==> src/hdl/qpmm_pkg.sv <==
`timescale 1ns / 1ps

package qpmm_pkg;

    localparam int INTEGRAL_WIDTH = 32;

    localparam int IN_W       = 24;
    localparam int ERR_W      = IN_W + 1;
    localparam int GAIN_W     = 16;
    localparam int DUTY_W     = 8;
    localparam int NUM_AXES   = 3;
    localparam int AXIS_IDX_W = 2;
    localparam int PHASE_W    = 2;
    localparam int CFG_IDX_W  = 2;

    localparam int MUL_A_W = ((INTEGRAL_WIDTH > 32) ? INTEGRAL_WIDTH : 32) + 1;
    localparam int MUL_B_W = 21;
    localparam int MUL_P_W = MUL_A_W + MUL_B_W;

    localparam int DERIV_W = 32;
    localparam int ISUM_W  = ((INTEGRAL_WIDTH > 29) ? INTEGRAL_WIDTH : 29) + 1;
    localparam int INC_SHIFT = 16;
    localparam int I_SHIFT   = 8;

    localparam int BASE_PROD_W = ERR_W + GAIN_W;
    localparam int BASE_X17_W  = BASE_PROD_W + 5;
    localparam int BASE_MAG_W  = BASE_X17_W - 2;
    localparam int BASE_W      = BASE_MAG_W + 1;

    localparam int DIV_RADIX_W = 4;
    localparam int DIV_DIGITS  = (BASE_MAG_W + DIV_RADIX_W - 1) / DIV_RADIX_W;
    localparam int DIV_SRC_W   = DIV_DIGITS * DIV_RADIX_W;
    localparam int DIV_CNT_W   = $clog2(DIV_DIGITS + 1);

    localparam int AXIS_W = ((INTEGRAL_WIDTH + 9 > 48) ? INTEGRAL_WIDTH + 9 : 48) + 2;
    localparam int MIX_W  = AXIS_W + 2;
    localparam int OUT_FRAC = 20;

    localparam logic signed [MUL_B_W-1:0] DT_Q24 = MUL_B_W'(335544);
    localparam logic signed [MUL_P_W-1:0] INC_ROUND = MUL_P_W'(1) <<< (INC_SHIFT - 1);
    localparam logic signed [ISUM_W-1:0]  ISUM_MAX =
        (ISUM_W'(1) <<< (INTEGRAL_WIDTH - 1)) - ISUM_W'(1);
    localparam logic signed [ISUM_W-1:0]  ISUM_MIN = -ISUM_MAX - ISUM_W'(1);
    localparam logic signed [MIX_W-1:0]   DUTY_TOP = MIX_W'(255) <<< OUT_FRAC;
    localparam logic [DUTY_W-1:0]         DUTY_MAX = 8'd255;

    localparam logic [CFG_IDX_W-1:0] REG_GAIN_P = 2'd0;
    localparam logic [CFG_IDX_W-1:0] REG_GAIN_I = 2'd1;
    localparam logic [CFG_IDX_W-1:0] REG_GAIN_D = 2'd2;

    localparam logic [GAIN_W-1:0] GAIN_P_RST = 16'd8192;
    localparam logic [GAIN_W-1:0] GAIN_I_RST = 16'd205;
    localparam logic [GAIN_W-1:0] GAIN_D_RST = 16'd4096;

    localparam int OP_W = 3;
    localparam logic [OP_W-1:0] OP_BASE = 3'd0;
    localparam logic [OP_W-1:0] OP_DT   = 3'd1;
    localparam logic [OP_W-1:0] OP_P    = 3'd2;
    localparam logic [OP_W-1:0] OP_D    = 3'd3;
    localparam logic [OP_W-1:0] OP_I    = 3'd4;

    typedef struct packed {
        logic                  capture;
        logic                  issue;
        logic [OP_W-1:0]       op;
        logic [AXIS_IDX_W-1:0] axis;
        logic                  mix_en;
        logic                  out_load;
    } qpmm_cmd_t;

    typedef struct packed {
        logic div_busy;
    } qpmm_sts_t;

endpackage

==> src/hdl/quad_pid_motor_mixer_unit.sv <==
// Thirteen products share one multiplier; no new beat is taken until the result is loaded.
// The throttle division by three runs alongside the multiplier, one hex digit per cycle.
// A finished result waits in the output register while the next beat is taken.
// Reset is synchronous and active low; it restores the gains and clears the PID state.
`timescale 1ns / 1ps

module quad_pid_motor_mixer_unit (
    input  logic                              aclk,
    input  logic                              aresetn,
    input  logic                              cfg_we,
    input  logic [qpmm_pkg::CFG_IDX_W-1:0]    cfg_index,
    input  logic [qpmm_pkg::GAIN_W-1:0]       cfg_wdata,
    input  logic                              s_valid,
    output logic                              s_ready,
    input  logic signed [qpmm_pkg::IN_W-1:0]  s_meas_roll,
    input  logic signed [qpmm_pkg::IN_W-1:0]  s_meas_pitch,
    input  logic signed [qpmm_pkg::IN_W-1:0]  s_meas_yaw,
    input  logic signed [qpmm_pkg::IN_W-1:0]  s_meas_altitude,
    input  logic signed [qpmm_pkg::IN_W-1:0]  s_goal_roll,
    input  logic signed [qpmm_pkg::IN_W-1:0]  s_goal_pitch,
    input  logic signed [qpmm_pkg::IN_W-1:0]  s_goal_yaw,
    input  logic signed [qpmm_pkg::IN_W-1:0]  s_goal_altitude,
    output logic                              m_valid,
    input  logic                              m_ready,
    output logic [qpmm_pkg::DUTY_W-1:0]       m_motor_front_a,
    output logic [qpmm_pkg::DUTY_W-1:0]       m_motor_front_b,
    output logic [qpmm_pkg::DUTY_W-1:0]       m_motor_rear_b,
    output logic [qpmm_pkg::DUTY_W-1:0]       m_motor_rear_a
);

    qpmm_pkg::qpmm_cmd_t cmd;
    qpmm_pkg::qpmm_sts_t sts;

    qpmm_ctrl u_ctrl (
        .aclk    (aclk),
        .aresetn (aresetn),
        .s_valid (s_valid),
        .s_ready (s_ready),
        .m_valid (m_valid),
        .m_ready (m_ready),
        .cmd     (cmd),
        .sts     (sts)
    );

    qpmm_dp u_dp (
        .aclk            (aclk),
        .aresetn         (aresetn),
        .cfg_we          (cfg_we),
        .cfg_index       (cfg_index),
        .cfg_wdata       (cfg_wdata),
        .s_meas_roll     (s_meas_roll),
        .s_meas_pitch    (s_meas_pitch),
        .s_meas_yaw      (s_meas_yaw),
        .s_meas_altitude (s_meas_altitude),
        .s_goal_roll     (s_goal_roll),
        .s_goal_pitch    (s_goal_pitch),
        .s_goal_yaw      (s_goal_yaw),
        .s_goal_altitude (s_goal_altitude),
        .m_motor_front_a (m_motor_front_a),
        .m_motor_front_b (m_motor_front_b),
        .m_motor_rear_b  (m_motor_rear_b),
        .m_motor_rear_a  (m_motor_rear_a),
        .cmd             (cmd),
        .sts             (sts)
    );

endmodule

==> src/hdl/qpmm_div3.sv <==
`timescale 1ns / 1ps

module qpmm_div3 (
    input  logic                             aclk,
    input  logic                             aresetn,
    input  logic                             start,
    input  logic [qpmm_pkg::BASE_MAG_W-1:0]  mag_in,
    output logic                             busy,
    output logic [qpmm_pkg::BASE_MAG_W-1:0]  quot
);

    logic [qpmm_pkg::DIV_SRC_W-1:0]   src_reg;
    logic [qpmm_pkg::DIV_SRC_W-1:0]   quot_reg;
    logic [1:0]                       rem_reg;
    logic [qpmm_pkg::DIV_CNT_W-1:0]   cnt_reg;
    logic [qpmm_pkg::DIV_RADIX_W-1:0] digit_q;
    logic [1:0]                       rem_next;
    logic [2:0]                       part;

    // Restoring division by three, one radix-16 digit per cycle.
    always_comb begin
        part = {1'b0, rem_reg};
        for (int i = qpmm_pkg::DIV_RADIX_W - 1; i >= 0; i--) begin
            part = {part[1:0], src_reg[qpmm_pkg::DIV_SRC_W - qpmm_pkg::DIV_RADIX_W + i]};
            if (part >= 3'd3) begin
                digit_q[i] = 1'b1;
                part       = part - 3'd3;
            end else begin
                digit_q[i] = 1'b0;
            end
        end
        rem_next = part[1:0];
    end

    always_ff @(posedge aclk) begin
        if (!aresetn) begin
            cnt_reg <= '0;
        end else if (start) begin
            cnt_reg  <= qpmm_pkg::DIV_CNT_W'(qpmm_pkg::DIV_DIGITS);
            src_reg  <= qpmm_pkg::DIV_SRC_W'(mag_in);
            rem_reg  <= 2'd0;
        end else if (cnt_reg != '0) begin
            cnt_reg  <= cnt_reg - qpmm_pkg::DIV_CNT_W'(1);
            src_reg  <= src_reg << qpmm_pkg::DIV_RADIX_W;
            quot_reg <= {quot_reg[qpmm_pkg::DIV_SRC_W-qpmm_pkg::DIV_RADIX_W-1:0], digit_q};
            rem_reg  <= rem_next;
        end
    end

    assign busy = (cnt_reg != '0);
    assign quot = quot_reg[qpmm_pkg::BASE_MAG_W-1:0];

endmodule

==> src/hdl/qpmm_dp.sv <==
`timescale 1ns / 1ps

module qpmm_dp (
    input  logic                                 aclk,
    input  logic                                 aresetn,
    input  logic                                 cfg_we,
    input  logic [qpmm_pkg::CFG_IDX_W-1:0]       cfg_index,
    input  logic [qpmm_pkg::GAIN_W-1:0]          cfg_wdata,
    input  logic signed [qpmm_pkg::IN_W-1:0]     s_meas_roll,
    input  logic signed [qpmm_pkg::IN_W-1:0]     s_meas_pitch,
    input  logic signed [qpmm_pkg::IN_W-1:0]     s_meas_yaw,
    input  logic signed [qpmm_pkg::IN_W-1:0]     s_meas_altitude,
    input  logic signed [qpmm_pkg::IN_W-1:0]     s_goal_roll,
    input  logic signed [qpmm_pkg::IN_W-1:0]     s_goal_pitch,
    input  logic signed [qpmm_pkg::IN_W-1:0]     s_goal_yaw,
    input  logic signed [qpmm_pkg::IN_W-1:0]     s_goal_altitude,
    output logic [qpmm_pkg::DUTY_W-1:0]          m_motor_front_a,
    output logic [qpmm_pkg::DUTY_W-1:0]          m_motor_front_b,
    output logic [qpmm_pkg::DUTY_W-1:0]          m_motor_rear_b,
    output logic [qpmm_pkg::DUTY_W-1:0]          m_motor_rear_a,
    input  qpmm_pkg::qpmm_cmd_t                  cmd,
    output qpmm_pkg::qpmm_sts_t                  sts
);

    logic [qpmm_pkg::GAIN_W-1:0]                gain_p_reg;
    logic [qpmm_pkg::GAIN_W-1:0]                gain_i_reg;
    logic [qpmm_pkg::GAIN_W-1:0]                gain_d_reg;

    logic signed [qpmm_pkg::ERR_W-1:0]          err_reg [qpmm_pkg::NUM_AXES];
    logic signed [qpmm_pkg::ERR_W-1:0]          alt_err_reg;
    logic signed [qpmm_pkg::INTEGRAL_WIDTH-1:0] int_reg [qpmm_pkg::NUM_AXES];
    logic signed [qpmm_pkg::ERR_W-1:0]          prev_reg [qpmm_pkg::NUM_AXES];
    logic signed [qpmm_pkg::AXIS_W-1:0]         axis_reg [qpmm_pkg::NUM_AXES];
    logic signed [qpmm_pkg::MIX_W-1:0]          mix_reg [4];

    logic signed [qpmm_pkg::MUL_P_W-1:0]        prod_reg;
    logic [qpmm_pkg::OP_W-1:0]                  tag_op_reg;
    logic [qpmm_pkg::AXIS_IDX_W-1:0]            tag_ax_reg;
    logic                                       tag_vld_reg;
    logic                                       base_neg_reg;

    logic [qpmm_pkg::DUTY_W-1:0]                front_a_reg;
    logic [qpmm_pkg::DUTY_W-1:0]                front_b_reg;
    logic [qpmm_pkg::DUTY_W-1:0]                rear_b_reg;
    logic [qpmm_pkg::DUTY_W-1:0]                rear_a_reg;

    logic signed [qpmm_pkg::ERR_W-1:0]          err_sel;
    logic signed [qpmm_pkg::ERR_W:0]            diff;
    logic signed [qpmm_pkg::DERIV_W-1:0]        diff_w;
    logic signed [qpmm_pkg::DERIV_W-1:0]        deriv;
    logic signed [qpmm_pkg::MUL_A_W-1:0]        mul_a;
    logic signed [qpmm_pkg::MUL_B_W-1:0]        mul_b;

    logic signed [qpmm_pkg::MUL_P_W-1:0]        inc_full;
    logic signed [qpmm_pkg::ISUM_W-1:0]         isum;
    logic signed [qpmm_pkg::INTEGRAL_WIDTH-1:0] int_new;
    logic signed [qpmm_pkg::AXIS_W-1:0]         term;

    logic signed [qpmm_pkg::BASE_X17_W-1:0]     base_px;
    logic signed [qpmm_pkg::BASE_X17_W-1:0]     base_x17;
    logic [qpmm_pkg::BASE_X17_W-1:0]            base_abs;
    logic                                       div_start;
    logic                                       div_busy;
    logic [qpmm_pkg::BASE_MAG_W-1:0]            div_quot;
    logic signed [qpmm_pkg::BASE_W-1:0]         base_pos;
    logic signed [qpmm_pkg::BASE_W-1:0]         base_val;

    logic signed [qpmm_pkg::MIX_W-1:0]          mb;
    logic signed [qpmm_pkg::MIX_W-1:0]          mr;
    logic signed [qpmm_pkg::MIX_W-1:0]          mp;
    logic signed [qpmm_pkg::MIX_W-1:0]          my;

    function automatic logic [qpmm_pkg::DUTY_W-1:0] to_duty(
        input logic signed [qpmm_pkg::MIX_W-1:0] m
    );
        logic [qpmm_pkg::DUTY_W-1:0] d;
        if (m[qpmm_pkg::MIX_W-1]) begin
            d = '0;
        end else if (m > qpmm_pkg::DUTY_TOP) begin
            d = qpmm_pkg::DUTY_MAX;
        end else begin
            d = m[qpmm_pkg::OUT_FRAC+qpmm_pkg::DUTY_W-1:qpmm_pkg::OUT_FRAC];
        end
        return d;
    endfunction

    function automatic logic signed [qpmm_pkg::ERR_W:0] ERR_W_EXT(
        input logic signed [qpmm_pkg::ERR_W-1:0] v
    );
        return (qpmm_pkg::ERR_W + 1)'(v);
    endfunction

    always_ff @(posedge aclk) begin
        if (!aresetn) begin
            gain_p_reg <= qpmm_pkg::GAIN_P_RST;
            gain_i_reg <= qpmm_pkg::GAIN_I_RST;
            gain_d_reg <= qpmm_pkg::GAIN_D_RST;
        end else if (cfg_we) begin
            unique case (cfg_index)
                qpmm_pkg::REG_GAIN_P: begin
                    gain_p_reg <= cfg_wdata;
                end
                qpmm_pkg::REG_GAIN_I: begin
                    gain_i_reg <= cfg_wdata;
                end
                qpmm_pkg::REG_GAIN_D: begin
                    gain_d_reg <= cfg_wdata;
                end
                default: begin
                end
            endcase
        end
    end

    // Operand selection for the shared multiplier.
    always_comb begin
        err_sel = err_reg[cmd.axis];
        diff    = qpmm_pkg::ERR_W'(0) + (ERR_W_EXT(err_sel) - ERR_W_EXT(prev_reg[cmd.axis]));
        diff_w  = qpmm_pkg::DERIV_W'(diff);
        deriv   = (diff_w <<< 5) + (diff_w <<< 4) + (diff_w <<< 1);
        unique case (cmd.op)
            qpmm_pkg::OP_BASE: begin
                mul_a = qpmm_pkg::MUL_A_W'(alt_err_reg);
                mul_b = qpmm_pkg::MUL_B_W'(gain_p_reg);
            end
            qpmm_pkg::OP_DT: begin
                mul_a = qpmm_pkg::MUL_A_W'(err_sel);
                mul_b = qpmm_pkg::DT_Q24;
            end
            qpmm_pkg::OP_P: begin
                mul_a = qpmm_pkg::MUL_A_W'(err_sel);
                mul_b = qpmm_pkg::MUL_B_W'(gain_p_reg);
            end
            qpmm_pkg::OP_D: begin
                mul_a = qpmm_pkg::MUL_A_W'(deriv);
                mul_b = qpmm_pkg::MUL_B_W'(gain_d_reg);
            end
            qpmm_pkg::OP_I: begin
                mul_a = qpmm_pkg::MUL_A_W'(int_reg[cmd.axis]);
                mul_b = qpmm_pkg::MUL_B_W'(gain_i_reg);
            end
            default: begin
                mul_a = '0;
                mul_b = '0;
            end
        endcase
    end

    // Second stage: fold the registered product into axis or base.
    always_comb begin
        inc_full = (prod_reg + qpmm_pkg::INC_ROUND) >>> qpmm_pkg::INC_SHIFT;
        isum     = qpmm_pkg::ISUM_W'(int_reg[tag_ax_reg]) + qpmm_pkg::ISUM_W'(inc_full);
        if (isum > qpmm_pkg::ISUM_MAX) begin
            int_new = qpmm_pkg::ISUM_MAX[qpmm_pkg::INTEGRAL_WIDTH-1:0];
        end else if (isum < qpmm_pkg::ISUM_MIN) begin
            int_new = qpmm_pkg::ISUM_MIN[qpmm_pkg::INTEGRAL_WIDTH-1:0];
        end else begin
            int_new = isum[qpmm_pkg::INTEGRAL_WIDTH-1:0];
        end
        if (tag_op_reg == qpmm_pkg::OP_I) begin
            term = qpmm_pkg::AXIS_W'(prod_reg >>> qpmm_pkg::I_SHIFT);
        end else begin
            term = qpmm_pkg::AXIS_W'(prod_reg);
        end
        base_px   = qpmm_pkg::BASE_X17_W'(prod_reg);
        base_x17  = (base_px <<< 4) + base_px;
        base_abs  = base_x17[qpmm_pkg::BASE_X17_W-1] ? -base_x17 : base_x17;
        div_start = tag_vld_reg && (tag_op_reg == qpmm_pkg::OP_BASE);
    end

    always_ff @(posedge aclk) begin
        if (!aresetn) begin
            tag_vld_reg <= 1'b0;
            for (int k = 0; k < qpmm_pkg::NUM_AXES; k++) begin
                int_reg[k]  <= '0;
                prev_reg[k] <= '0;
            end
        end else begin
            tag_vld_reg <= cmd.issue;
            if (cmd.issue && (cmd.op == qpmm_pkg::OP_D)) begin
                prev_reg[cmd.axis] <= err_sel;
            end
            if (tag_vld_reg && (tag_op_reg == qpmm_pkg::OP_DT)) begin
                int_reg[tag_ax_reg] <= int_new;
            end
        end
    end

    always_ff @(posedge aclk) begin
        if (cmd.capture) begin
            err_reg[0]  <= qpmm_pkg::ERR_W'(s_goal_roll) - qpmm_pkg::ERR_W'(s_meas_roll);
            err_reg[1]  <= qpmm_pkg::ERR_W'(s_goal_pitch) - qpmm_pkg::ERR_W'(s_meas_pitch);
            err_reg[2]  <= qpmm_pkg::ERR_W'(s_goal_yaw) - qpmm_pkg::ERR_W'(s_meas_yaw);
            alt_err_reg <= qpmm_pkg::ERR_W'(s_goal_altitude)
                           - qpmm_pkg::ERR_W'(s_meas_altitude);
        end
        if (cmd.issue) begin
            prod_reg   <= mul_a * mul_b;
            tag_op_reg <= cmd.op;
            tag_ax_reg <= cmd.axis;
        end
        if (tag_vld_reg) begin
            unique case (tag_op_reg) inside
                qpmm_pkg::OP_BASE: begin
                    base_neg_reg <= base_x17[qpmm_pkg::BASE_X17_W-1];
                end
                qpmm_pkg::OP_P: begin
                    axis_reg[tag_ax_reg] <= term;
                end
                qpmm_pkg::OP_D, qpmm_pkg::OP_I: begin
                    axis_reg[tag_ax_reg] <= axis_reg[tag_ax_reg] + term;
                end
                default: begin
                end
            endcase
        end
        if (cmd.mix_en) begin
            mix_reg[0] <= mb + mr - mp + my;
            mix_reg[1] <= mb - mr - mp - my;
            mix_reg[2] <= mb - mr + mp + my;
            mix_reg[3] <= mb + mr + mp - my;
        end
        if (cmd.out_load) begin
            front_a_reg <= to_duty(mix_reg[0]);
            front_b_reg <= to_duty(mix_reg[1]);
            rear_b_reg  <= to_duty(mix_reg[2]);
            rear_a_reg  <= to_duty(mix_reg[3]);
        end
    end

    qpmm_div3 u_div3 (
        .aclk    (aclk),
        .aresetn (aresetn),
        .start   (div_start),
        .mag_in  (base_abs[qpmm_pkg::BASE_X17_W-1:2]),
        .busy    (div_busy),
        .quot    (div_quot)
    );

    assign base_pos = qpmm_pkg::BASE_W'(div_quot);
    assign base_val = base_neg_reg ? -base_pos : base_pos;

    assign mb = qpmm_pkg::MIX_W'(base_val);
    assign mr = qpmm_pkg::MIX_W'(axis_reg[0]);
    assign mp = qpmm_pkg::MIX_W'(axis_reg[1]);
    assign my = qpmm_pkg::MIX_W'(axis_reg[2]);

    assign sts.div_busy = div_busy;

    assign m_motor_front_a = front_a_reg;
    assign m_motor_front_b = front_b_reg;
    assign m_motor_rear_b  = rear_b_reg;
    assign m_motor_rear_a  = rear_a_reg;

endmodule

==> src/hdl/qpmm_ctrl.sv <==
`timescale 1ns / 1ps

module qpmm_ctrl (
    input  logic                 aclk,
    input  logic                 aresetn,
    input  logic                 s_valid,
    output logic                 s_ready,
    output logic                 m_valid,
    input  logic                 m_ready,
    output qpmm_pkg::qpmm_cmd_t  cmd,
    input  qpmm_pkg::qpmm_sts_t  sts
);

    localparam logic [2:0] S_IDLE  = 3'd0;
    localparam logic [2:0] S_BASE  = 3'd1;
    localparam logic [2:0] S_AXIS  = 3'd2;
    localparam logic [2:0] S_DRAIN = 3'd3;
    localparam logic [2:0] S_WAIT  = 3'd4;
    localparam logic [2:0] S_MIX   = 3'd5;
    localparam logic [2:0] S_OUT   = 3'd6;

    localparam logic [qpmm_pkg::AXIS_IDX_W-1:0] LAST_AXIS =
        qpmm_pkg::AXIS_IDX_W'(qpmm_pkg::NUM_AXES - 1);
    localparam logic [qpmm_pkg::PHASE_W-1:0] LAST_PHASE = '1;

    logic [2:0]                      state_reg;
    logic [2:0]                      state_next;
    logic [qpmm_pkg::AXIS_IDX_W-1:0] axis_reg;
    logic [qpmm_pkg::AXIS_IDX_W-1:0] axis_next;
    logic [qpmm_pkg::PHASE_W-1:0]    phase_reg;
    logic [qpmm_pkg::PHASE_W-1:0]    phase_next;
    logic                            m_valid_reg;
    logic                            m_valid_next;

    always_comb begin
        state_next   = state_reg;
        axis_next    = axis_reg;
        phase_next   = phase_reg;
        m_valid_next = m_valid_reg;
        cmd          = '0;
        if (m_valid_reg && m_ready) begin
            m_valid_next = 1'b0;
        end
        unique case (state_reg)
            S_IDLE: begin
                if (s_valid) begin
                    cmd.capture = 1'b1;
                    state_next  = S_BASE;
                end
            end
            S_BASE: begin
                cmd.issue  = 1'b1;
                cmd.op     = qpmm_pkg::OP_BASE;
                axis_next  = '0;
                phase_next = '0;
                state_next = S_AXIS;
            end
            S_AXIS: begin
                cmd.issue  = 1'b1;
                cmd.axis   = axis_reg;
                phase_next = phase_reg + qpmm_pkg::PHASE_W'(1);
                case (phase_reg)
                    2'd0:    cmd.op = qpmm_pkg::OP_DT;
                    2'd1:    cmd.op = qpmm_pkg::OP_P;
                    2'd2:    cmd.op = qpmm_pkg::OP_D;
                    default: cmd.op = qpmm_pkg::OP_I;
                endcase
                if (phase_reg == LAST_PHASE) begin
                    if (axis_reg == LAST_AXIS) begin
                        state_next = S_DRAIN;
                    end else begin
                        axis_next = axis_reg + qpmm_pkg::AXIS_IDX_W'(1);
                    end
                end
            end
            S_DRAIN: begin
                state_next = S_WAIT;
            end
            S_WAIT: begin
                if (!sts.div_busy) begin
                    state_next = S_MIX;
                end
            end
            S_MIX: begin
                cmd.mix_en = 1'b1;
                state_next = S_OUT;
            end
            S_OUT: begin
                if (!m_valid_reg || m_ready) begin
                    cmd.out_load = 1'b1;
                    m_valid_next = 1'b1;
                    state_next   = S_IDLE;
                end
            end
            default: begin
                state_next = S_IDLE;
            end
        endcase
    end

    always_ff @(posedge aclk) begin
        if (!aresetn) begin
            state_reg   <= S_IDLE;
            axis_reg    <= '0;
            phase_reg   <= '0;
            m_valid_reg <= 1'b0;
        end else begin
            state_reg   <= state_next;
            axis_reg    <= axis_next;
            phase_reg   <= phase_next;
            m_valid_reg <= m_valid_next;
        end
    end

    assign s_ready = (state_reg == S_IDLE);
    assign m_valid = m_valid_reg;

endmodule

==> config.mk <==
export PLATFORM = sky130hd
export DESIGN_NAME = quad_pid_motor_mixer_unit
export DESIGN_NICKNAME = d
export VERILOG_FILES = /design/src/hdl/qpmm_pkg.sv /design/src/hdl/quad_pid_motor_mixer_unit.sv /design/src/hdl/qpmm_div3.sv /design/src/hdl/qpmm_dp.sv /design/src/hdl/qpmm_ctrl.sv
export SDC_FILE = /design/constraint.sdc
export NUM_CORES = 2
export LEC_CHECK = 0
export BUFFER_PORTS_ARGS = -buffer_cell sky130_fd_sc_hd__clkbuf_2
export CORE_ASPECT_RATIO = 1.75
export CORE_MARGIN = 3
export CORE_UTILIZATION = 40
export DETAILED_ROUTE_END_ITERATION = 6
export GPL_ROUTABILITY_DRIVEN = 0
export HOLD_SLACK_MARGIN = 0.12
export SETUP_SLACK_MARGIN = 0.4
export SLEW_MARGIN = 20
export SYNTH_ARGS = -nofsm -noshare
export SYNTH_HDL_FRONTEND = slang
export SYNTH_SLANG_ARGS = --single-unit
export TNS_END_PERCENT = 100
==> constraint.sdc <==
create_clock -name aclk -period 20.5 [get_ports aclk]
set_input_delay 4.1 -clock aclk [delete_from_list [all_inputs] [get_ports aclk]]
set_output_delay 4.1 -clock aclk [all_outputs]
set_load 0.02 [all_outputs]
==> Word level (Yosys, flattened, before mapping) <==
Memory sizes are Yosys's and may differ from the RTL's. A register that Yosys moved wholly into a read port is not among the register bits.
Index checks and enable logic that the tools add are counted.
{ "op_classes": {"n_addsub": 30, "n_mul": 1, "n_lt_le_gt_ge": 10, "n_eq_ne": 26, "mux": 71, "bitwise_logic": 3, "reduce_logical": 28} }
{ "op_table": {"columns": ["cell", "n"], "rows": [
  ["52-bit by 29-bit > comparator with 1-bit output (second input constant)", 4],
  ["33-bit case mux with 4 select lines", 1],
  ["51-bit by 50-bit adder with 52-bit output", 2],
  ["52-bit by 50-bit adder with 52-bit output", 2],
  ["51-bit by 50-bit subtractor with 52-bit output", 2],
  ["52-bit by 50-bit subtractor with 52-bit output", 2],
  ["50-bit two-way mux", 2],
  ["24-bit by 24-bit subtractor with 25-bit output", 4],
  ["32-bit two-way mux", 3],
  ["44-bit two-way mux", 2],
  ["19-bit case mux with 4 select lines", 1],
  ["33-bit by 20-bit multiplier with 53-bit output", 1],
  ["45-bit by 50-bit adder with 51-bit output", 1],
  ["45-bit by 50-bit subtractor with 51-bit output", 1],
  ["50-bit adder", 1],
  ["49-bit by 17-bit adder with 49-bit output (second input constant)", 1],
  ["46-bit adder", 1],
  ["46-bit two-way mux", 1],
  ["46-bit negation", 1],
  ["45-bit two-way mux", 1],
  ["44-bit negation with 45-bit output", 1],
  ["32-bit by 33-bit adder with 33-bit output", 1],
  ["33-bit by 32-bit > comparator with 1-bit output (second input constant)", 1],
  ["33-bit by 32-bit < comparator with 1-bit output (second input constant)", 1],
  ["39 further kinds", 131]
]} }
{ "totals": {"reg_bits": 267, "ramBits": 604, "input_bits": 215, "out_inout_bits": 34, "wordCells": 196, "mem_count": 5} }
{ "mem_list": {"columns": ["memory", "depth", "width", "rd", "rd_clocked_by_memory_dff", "wr", "line", "text"], "rows": [
  ["u_dp.mix_reg", 4, 52, 4, 0, 4, "qpmm_dp.sv:34", "logic signed [qpmm_pkg::MIX_W-1:0] mix_reg [4];"],
  ["u_dp.axis_reg", 3, 50, 4, 1, 1, "qpmm_dp.sv:33", "logic signed [qpmm_pkg::AXIS_W-1:0] axis_reg [qpmm_pkg::NUM_AXES];"],
  ["u_dp.int_reg", 3, 32, 2, 1, 3, "qpmm_dp.sv:31", "logic signed [qpmm_pkg::INTEGRAL_WIDTH-1:0] int_reg [qpmm_pkg::NUM_AXES];"],
  ["u_dp.err_reg", 3, 25, 1, 0, 3, "qpmm_dp.sv:29", "logic signed [qpmm_pkg::ERR_W-1:0] err_reg [qpmm_pkg::NUM_AXES];"],
  ["u_dp.prev_reg", 3, 25, 1, 0, 3, "qpmm_dp.sv:32", "logic signed [qpmm_pkg::ERR_W-1:0] prev_reg [qpmm_pkg::NUM_AXES];"]
]} }

==> Logic depth before layout (Yosys ltp) <==
{ "logic_depth": {"depth_word": 10, "mapped_depth": 64, "mapped_depth_nobuf": 61} }

==> Cells and area by module <==
A second synthesis with hierarchy kept.
{ "unflattened": {"hier_cells": 9684, "area_unflattened_um2": 95083.7} }
{ "by_module_without_submodules": {"columns": ["mod", "instances", "cells_per_inst", "area_each_um2"], "rows": [
  ["qpmm_dp", 1, 9419, 90834.6],
  ["qpmm_div3", 1, 207, 3743.6],
  ["qpmm_ctrl", 1, 58, 505.5]
]} }

==> Least setup slack after synthesis <==
Ideal clock, no wire load.
{ "synth_path": {"path_kind": "register -> register", "startpoint": "reg u_ctrl.axis_reg[0] (netlist name)", "endpoint": "reg, netlist name u_dp.prod_reg[52]", "setup_ns": 0.301, "t_arrival_ns": 14.322, "required_ns": 20.199, "slack_ns": 5.876, "stages_incl_launch_ff": 60, "path_buffers": 6, "path_cell_list": "dfxtp_1 > clkbuf_1 > clkbuf_1 > clkbuf_1 > clkbuf_1 > clkbuf_1 > o22ai_1 > a21oi_1 > ha_1 > inv_1 > fa_1 > a21o_1 > a21oi_1 > o21bai_1 > a21oi_1 > o21ba_2 > o21ai_0 > nand4_1 > [... 24 more ...] > fa_1 > inv_1 > fa_1 > inv_1 > ha_1 > a21o_1 > a21o_1 > a21o_1 > a211oi_1 > o21ai_0 > a2111oi_0 > o31ai_1 > a221oi_1 > o211ai_1 > nand4_1 > a21oi_1 > xnor2_1 > xnor2_1"} }
{ "synth_via": {"elab_chain_cells": 7, "elab_cells_between_ends": 9} }
{ "synth_rtl": {"columns": ["element", "line", "text"], "rows": [
  ["start: declaration", "qpmm_ctrl.sv:28", "logic [qpmm_pkg::AXIS_IDX_W-1:0] axis_reg;"],
  ["start signal: assignment", "qpmm_ctrl.sv:109", "axis_reg <= axis_next;"],
  ["2-bit two-way mux *", "qpmm_ctrl.sv:44", "unique case (state_reg)"],
  ["memory 3 x 25 bit (on tied branches)", null, null],
  ["25-bit by 25-bit subtractor with 26-bit output", "qpmm_dp.sv:118", "diff = qpmm_pkg::ERR_W'(0) + (ERR_W_EXT(err_sel) - ERR_W_EXT(prev_reg[cmd.axis]));"],
  ["31-bit by 30-bit adder with 32-bit output", "qpmm_dp.sv:120", "deriv = (diff_w <<< 5) + (diff_w <<< 4) + (diff_w <<< 1);"],
  ["32-bit by 27-bit adder with 32-bit output", "qpmm_dp.sv:120", null],
  ["33-bit case mux with 4 select lines *", "qpmm_dp.sv:121", "unique case (cmd.op)"],
  ["33-bit by 20-bit multiplier with 53-bit output *", "qpmm_dp.sv:198", "prod_reg <= mul_a * mul_b;"]
]} }
Mark *: on every way between the ends. The rest lies on a longest branch, timed or not.
A chain may end at the register's enable or synchronous reset.

==> Final worst setup path <==
{ "layout_path": {"startpoint": "reg u_ctrl.state_reg[0]", "endpoint": "reg u_dp.prod_reg[51] (netlist name) (data pin)"} }
{ "layout_via": {"elab_chain_cells": 8, "elab_cells_between_ends": 20} }
{ "layout_rtl": {"columns": ["element", "line", "text"], "rows": [
  ["start: declaration", "qpmm_ctrl.sv:26", "logic [2:0] state_reg;"],
  ["start signal: assignment", "qpmm_ctrl.sv:108", "state_reg <= state_next;"],
  ["3-bit by 2-bit == test with 1-bit output *", "qpmm_ctrl.sv:44", null],
  ["2-bit two-way mux *", "qpmm_ctrl.sv:44", null],
  ["memory 3 x 25 bit *", null, null],
  ["named net u_dp.err_sel (one bit)", "qpmm_dp.sv:47", "logic signed [qpmm_pkg::ERR_W-1:0] err_sel;"],
  ["25-bit by 25-bit subtractor with 26-bit output", "qpmm_dp.sv:118", null],
  ["31-bit by 30-bit adder with 32-bit output", "qpmm_dp.sv:120", null],
  ["32-bit by 27-bit adder with 32-bit output", "qpmm_dp.sv:120", null],
  ["33-bit case mux with 4 select lines *", "qpmm_dp.sv:121", null],
  ["33-bit by 20-bit multiplier with 53-bit output *", "qpmm_dp.sv:198", null],
  ["end signal: assignment", "qpmm_dp.sv:198", null],
  ["end: declaration", "qpmm_dp.sv:36", "logic signed [qpmm_pkg::MUL_P_W-1:0] prod_reg;"]
]} }
Mark *: on every way through the listed nets, which the timed path passes. The rest lies on a longest branch.

==> metrics.md <==
| Metric | Value |
|---|---|
| Area delta synth->final | 9.05% |
| Total track usage | 0.233 |
| #FFs+latches synth | 979 |
| Inserted Clock Buffers | 95 |
| Placed cell area | 100000 µm² |
| Syn nets | 11700 |
| Design area | 104000 µm² |
| Largest delay share family, worst path | compound AO/OA/AOI/OAI gates |
| Worst Path Required | 20.97 ns |
| Clk_lat worst skew | 0.77 ns |
| Unrepaired setup endpoints after global routing | no |
| H-Tree Depth | 3 |
| Post-CTS Setup Bufs | 0 |
| # IOs | 249 |
| Routed Antenna Nets | 0 |
| Yosys cell types | 93 |
| Clock sink count | 979 |
| Initial core utilization | 0.402 |
| Yosys warns | 0 |
| Pre-antenna DRT Iters | 5 |
| Setup crit end kind | flop |
| Post-CTS Resized | 0 |
| Crit path from | u_ctrl.state_reg[0]$_SDFFE_PN0P_ |
| Largest net degree at the start of global routing | 75 |
| Worst-path cell with the longest stage delay | a221oi_1 |
| Worst reg2reg startpoint | u_ctrl.state_reg[0]$_SDFFE_PN0P_ |
| Design Power | 15.0 mW |
| Clock-pin slew on the worst setup and hold paths | 0.09 ns |
| IO buf count | 248 |
| Initial antenna violation count | 4 |
| Hold Path Origin | u_dp.gain_p_reg[6]$_SDFFE_PN0P_ |
| Share of flip-flops with an asynchronous set or reset | 0 |
| Cell area power density | 144 nW/µm² |
| Primary FF master, synth | edfxtp_1 |
| Max stage delay on crit path | 0.84 ns |
| Row count | 236 |
| Hold Crit Class | reg2reg |
| Width of the die | 375 µm |
| Worst endpoint data arrival time | 17.72 ns |
| Vias | 73800 |
| Fill count | 22600 |
| Worst setup margin | 3.25 ns |
| Sequential-to-total area share from yosys stat | 0.302 |
| Clk buf depth | 3 |
| Final setup viols | 0 |
| Clock Tree Root | clkbuf_16 |
| Layout cells sized above 1 | 0.0736 |
| Pre-CTS WS | 3.54 ns |
| Non-filler cells, final | 13300 |
| Cell area after synthesis | 95200 µm² |
| Run status | finished clean |
| Die Area | 244000 µm² |
| Crit Path Max Fanout | 29 |
| DIE HEIGHT | 651 µm |
| Mean Syn Cell Area | 9.56 µm² |
| Max-Cap Viols | 0 |
| Hold-fix buffers at CTS | 0 |
| FMAX | 58.0 MHz |
| Hpwl dp | 233 mm |
| Rel. slew slack | 0.199 |
| Leakage | 45.4 nW |
| Vias in the first global route | 78000 |
| Drt total wl | 288 mm |
| DR vias/cell | 5.55 |
| Final Max Tran Viols | 0 |
| Period minus WS final | 17.25 ns |
| Final Hold Vio Count | 0 |
| Wirelength per Cell | 21.7 µm |
| First-pass GRT wire length | 443 mm |
| Fin crit share | 0.841 |
| Post-synthesis cell count | 9952 |
| Fin Clk Skew | 0.104 ns |
| # DRC | 0 |
| Nets | 11900 |
| Critical Setup Path Class | reg2reg |
| Number of flip-flops in the largest register | 207 |
| CTS tree | done |
| Number of synthesized flops with an enable pin | 916 |
| Total gr overflow | 0 |
| Worst Max-Slew Pin Slew | 1.20 ns |
| Final core utilization | 0.439 |
| Placed Instances | 13100 |
| Initial DRC Count | 4565 |
| Buf/Inv on CP | 9 |
| Worst VDD drop | 0.129 mV |
| Setup_tns | 0 ns |
| Crit path top cell by count | fa_1 |
| Core Area | 237000 µm² |
| Crit start category | flop |
| Hold_ws | 0.458 ns |
-- routing by layer --
metal | vias up | GRT usage | wire [µm]
met5 | - | 0 | 13
li1 | 34400 | - | -
met3 | 838 | 0.0274 | 13100
met1 | 36300 | 0.235 | 99600
met4 | 2 | 0.153 | 22700
met2 | 2344 | 0.446 | 153000
-- area by class of cell --
class,instances,area (µm²),area share
Clock buffer,116,2520,0.0243
Timing Repair Buffer,399,2370,0.0229
Clock inverter,63,848,0.00817
Sequential cell,979,28800,0.277
Inverter,1386,5200,0.0501
Tap cell,3094,3870,0.0373
Antenna cell,2,5.00,0.0000482
Multi-Input combinational cell,7268,60200,0.580
-- cell usage after synthesis (all sizes together), types with 92 or more instances --
| cell | instances | area share |
|---|---|---|
| o21bai | 92 | 0.0073 |
| nor2 | 870 | 0.034 |
| a21o | 268 | 0.021 |
| nor2b | 94 | 0.0062 |
| and2 | 148 | 0.0097 |
| nand2 | 1002 | 0.040 |
| nand3 | 156 | 0.0083 |
| nand2b | 92 | 0.0060 |
| xor2 | 199 | 0.018 |
| nor3 | 134 | 0.0070 |
| fa | 802 | 0.17 |
| ha | 731 | 0.096 |
| o21ai | 431 | 0.023 |
| edfxtp | 916 | 0.29 |
| inv | 1382 | 0.054 |
| clkbuf | 289 | 0.011 |
| a21oi | 602 | 0.032 |
| xnor2 | 453 | 0.042 |
-- final timing paths --
path | slack, ns | cells after the start | to
worst max-delay path | 3.25 | 56 | u_dp.prod_reg[51]$_DFFE_PN_
worst min-delay path | 0.46 | 2 | u_dp.gain_p_reg[6]$_SDFFE_PN0P_
worst max register to register | 3.25 | 56 | u_dp.prod_reg[51]$_DFFE_PN_
worst min register to register | 0.46 | 2 | u_dp.gain_p_reg[6]$_SDFFE_PN0P_
-- where the power goes --
| part | switching, mW | internal (mW) | leakage, nW |
|---|---|---|---|
| logic | 6.21 | 3.99 | 34.6 |
| registers | 0.156 | 2.70 | 9.07 |
| clock network | 0.851 | 1.05 | 1.64 |
| total | 7.22 | 7.74 | 45.4 |
-- cells in the final DEF, fill, tap and decap left out, types with 25 or more instances in the layout --
master / count
o21a_1: 58
nor2_1: 861
a211o_1: 27
o31ai_1: 44
nand2_1: 999
o211ai_1: 46
mux2i_1: 44
nand2b_1: 91
edfxtp_1: 916
xnor2_1: 453
nor2b_1: 93
nor4_1: 55
a211oi_1: 58
a21boi_0: 30
a21oi_1: 599
a21o_1: 268
nand3_1: 155
ha_1: 731
or3_1: 42
a31oi_1: 51
a221oi_1: 39
and3_1: 83
o41ai_1: 31
nand4_1: 46
clkbuf_16: 96
o221ai_1: 55
or2_2: 25
dfxtp_1: 59
o21bai_1: 92
fa_1: 802
o21ai_0: 413
clkbuf_2: 249
and2_1: 146
xor2_1: 199
mux4_2: 82
inv_1: 1384
nor3_1: 128
a22oi_1: 42
buf_4: 151
-- cells by family after synthesis --
| family | share of synthesized area |
|---|---|
| compound gates | 0.143 |
| flops | 0.302 |
| simple gates | 0.136 |
| mux | 0.0252 |
| buf+inv | 0.0673 |
| xor+xnor | 0.0600 |
| fa+ha+maj | 0.266 |
-- tightest hold or removal path, stage by stage (launching register included) --
cell	delay, ns
dfxtp_1	0.31
nand2_1	0.05
a21oi_1	0.05
Power figures use the tool's default switching activity.
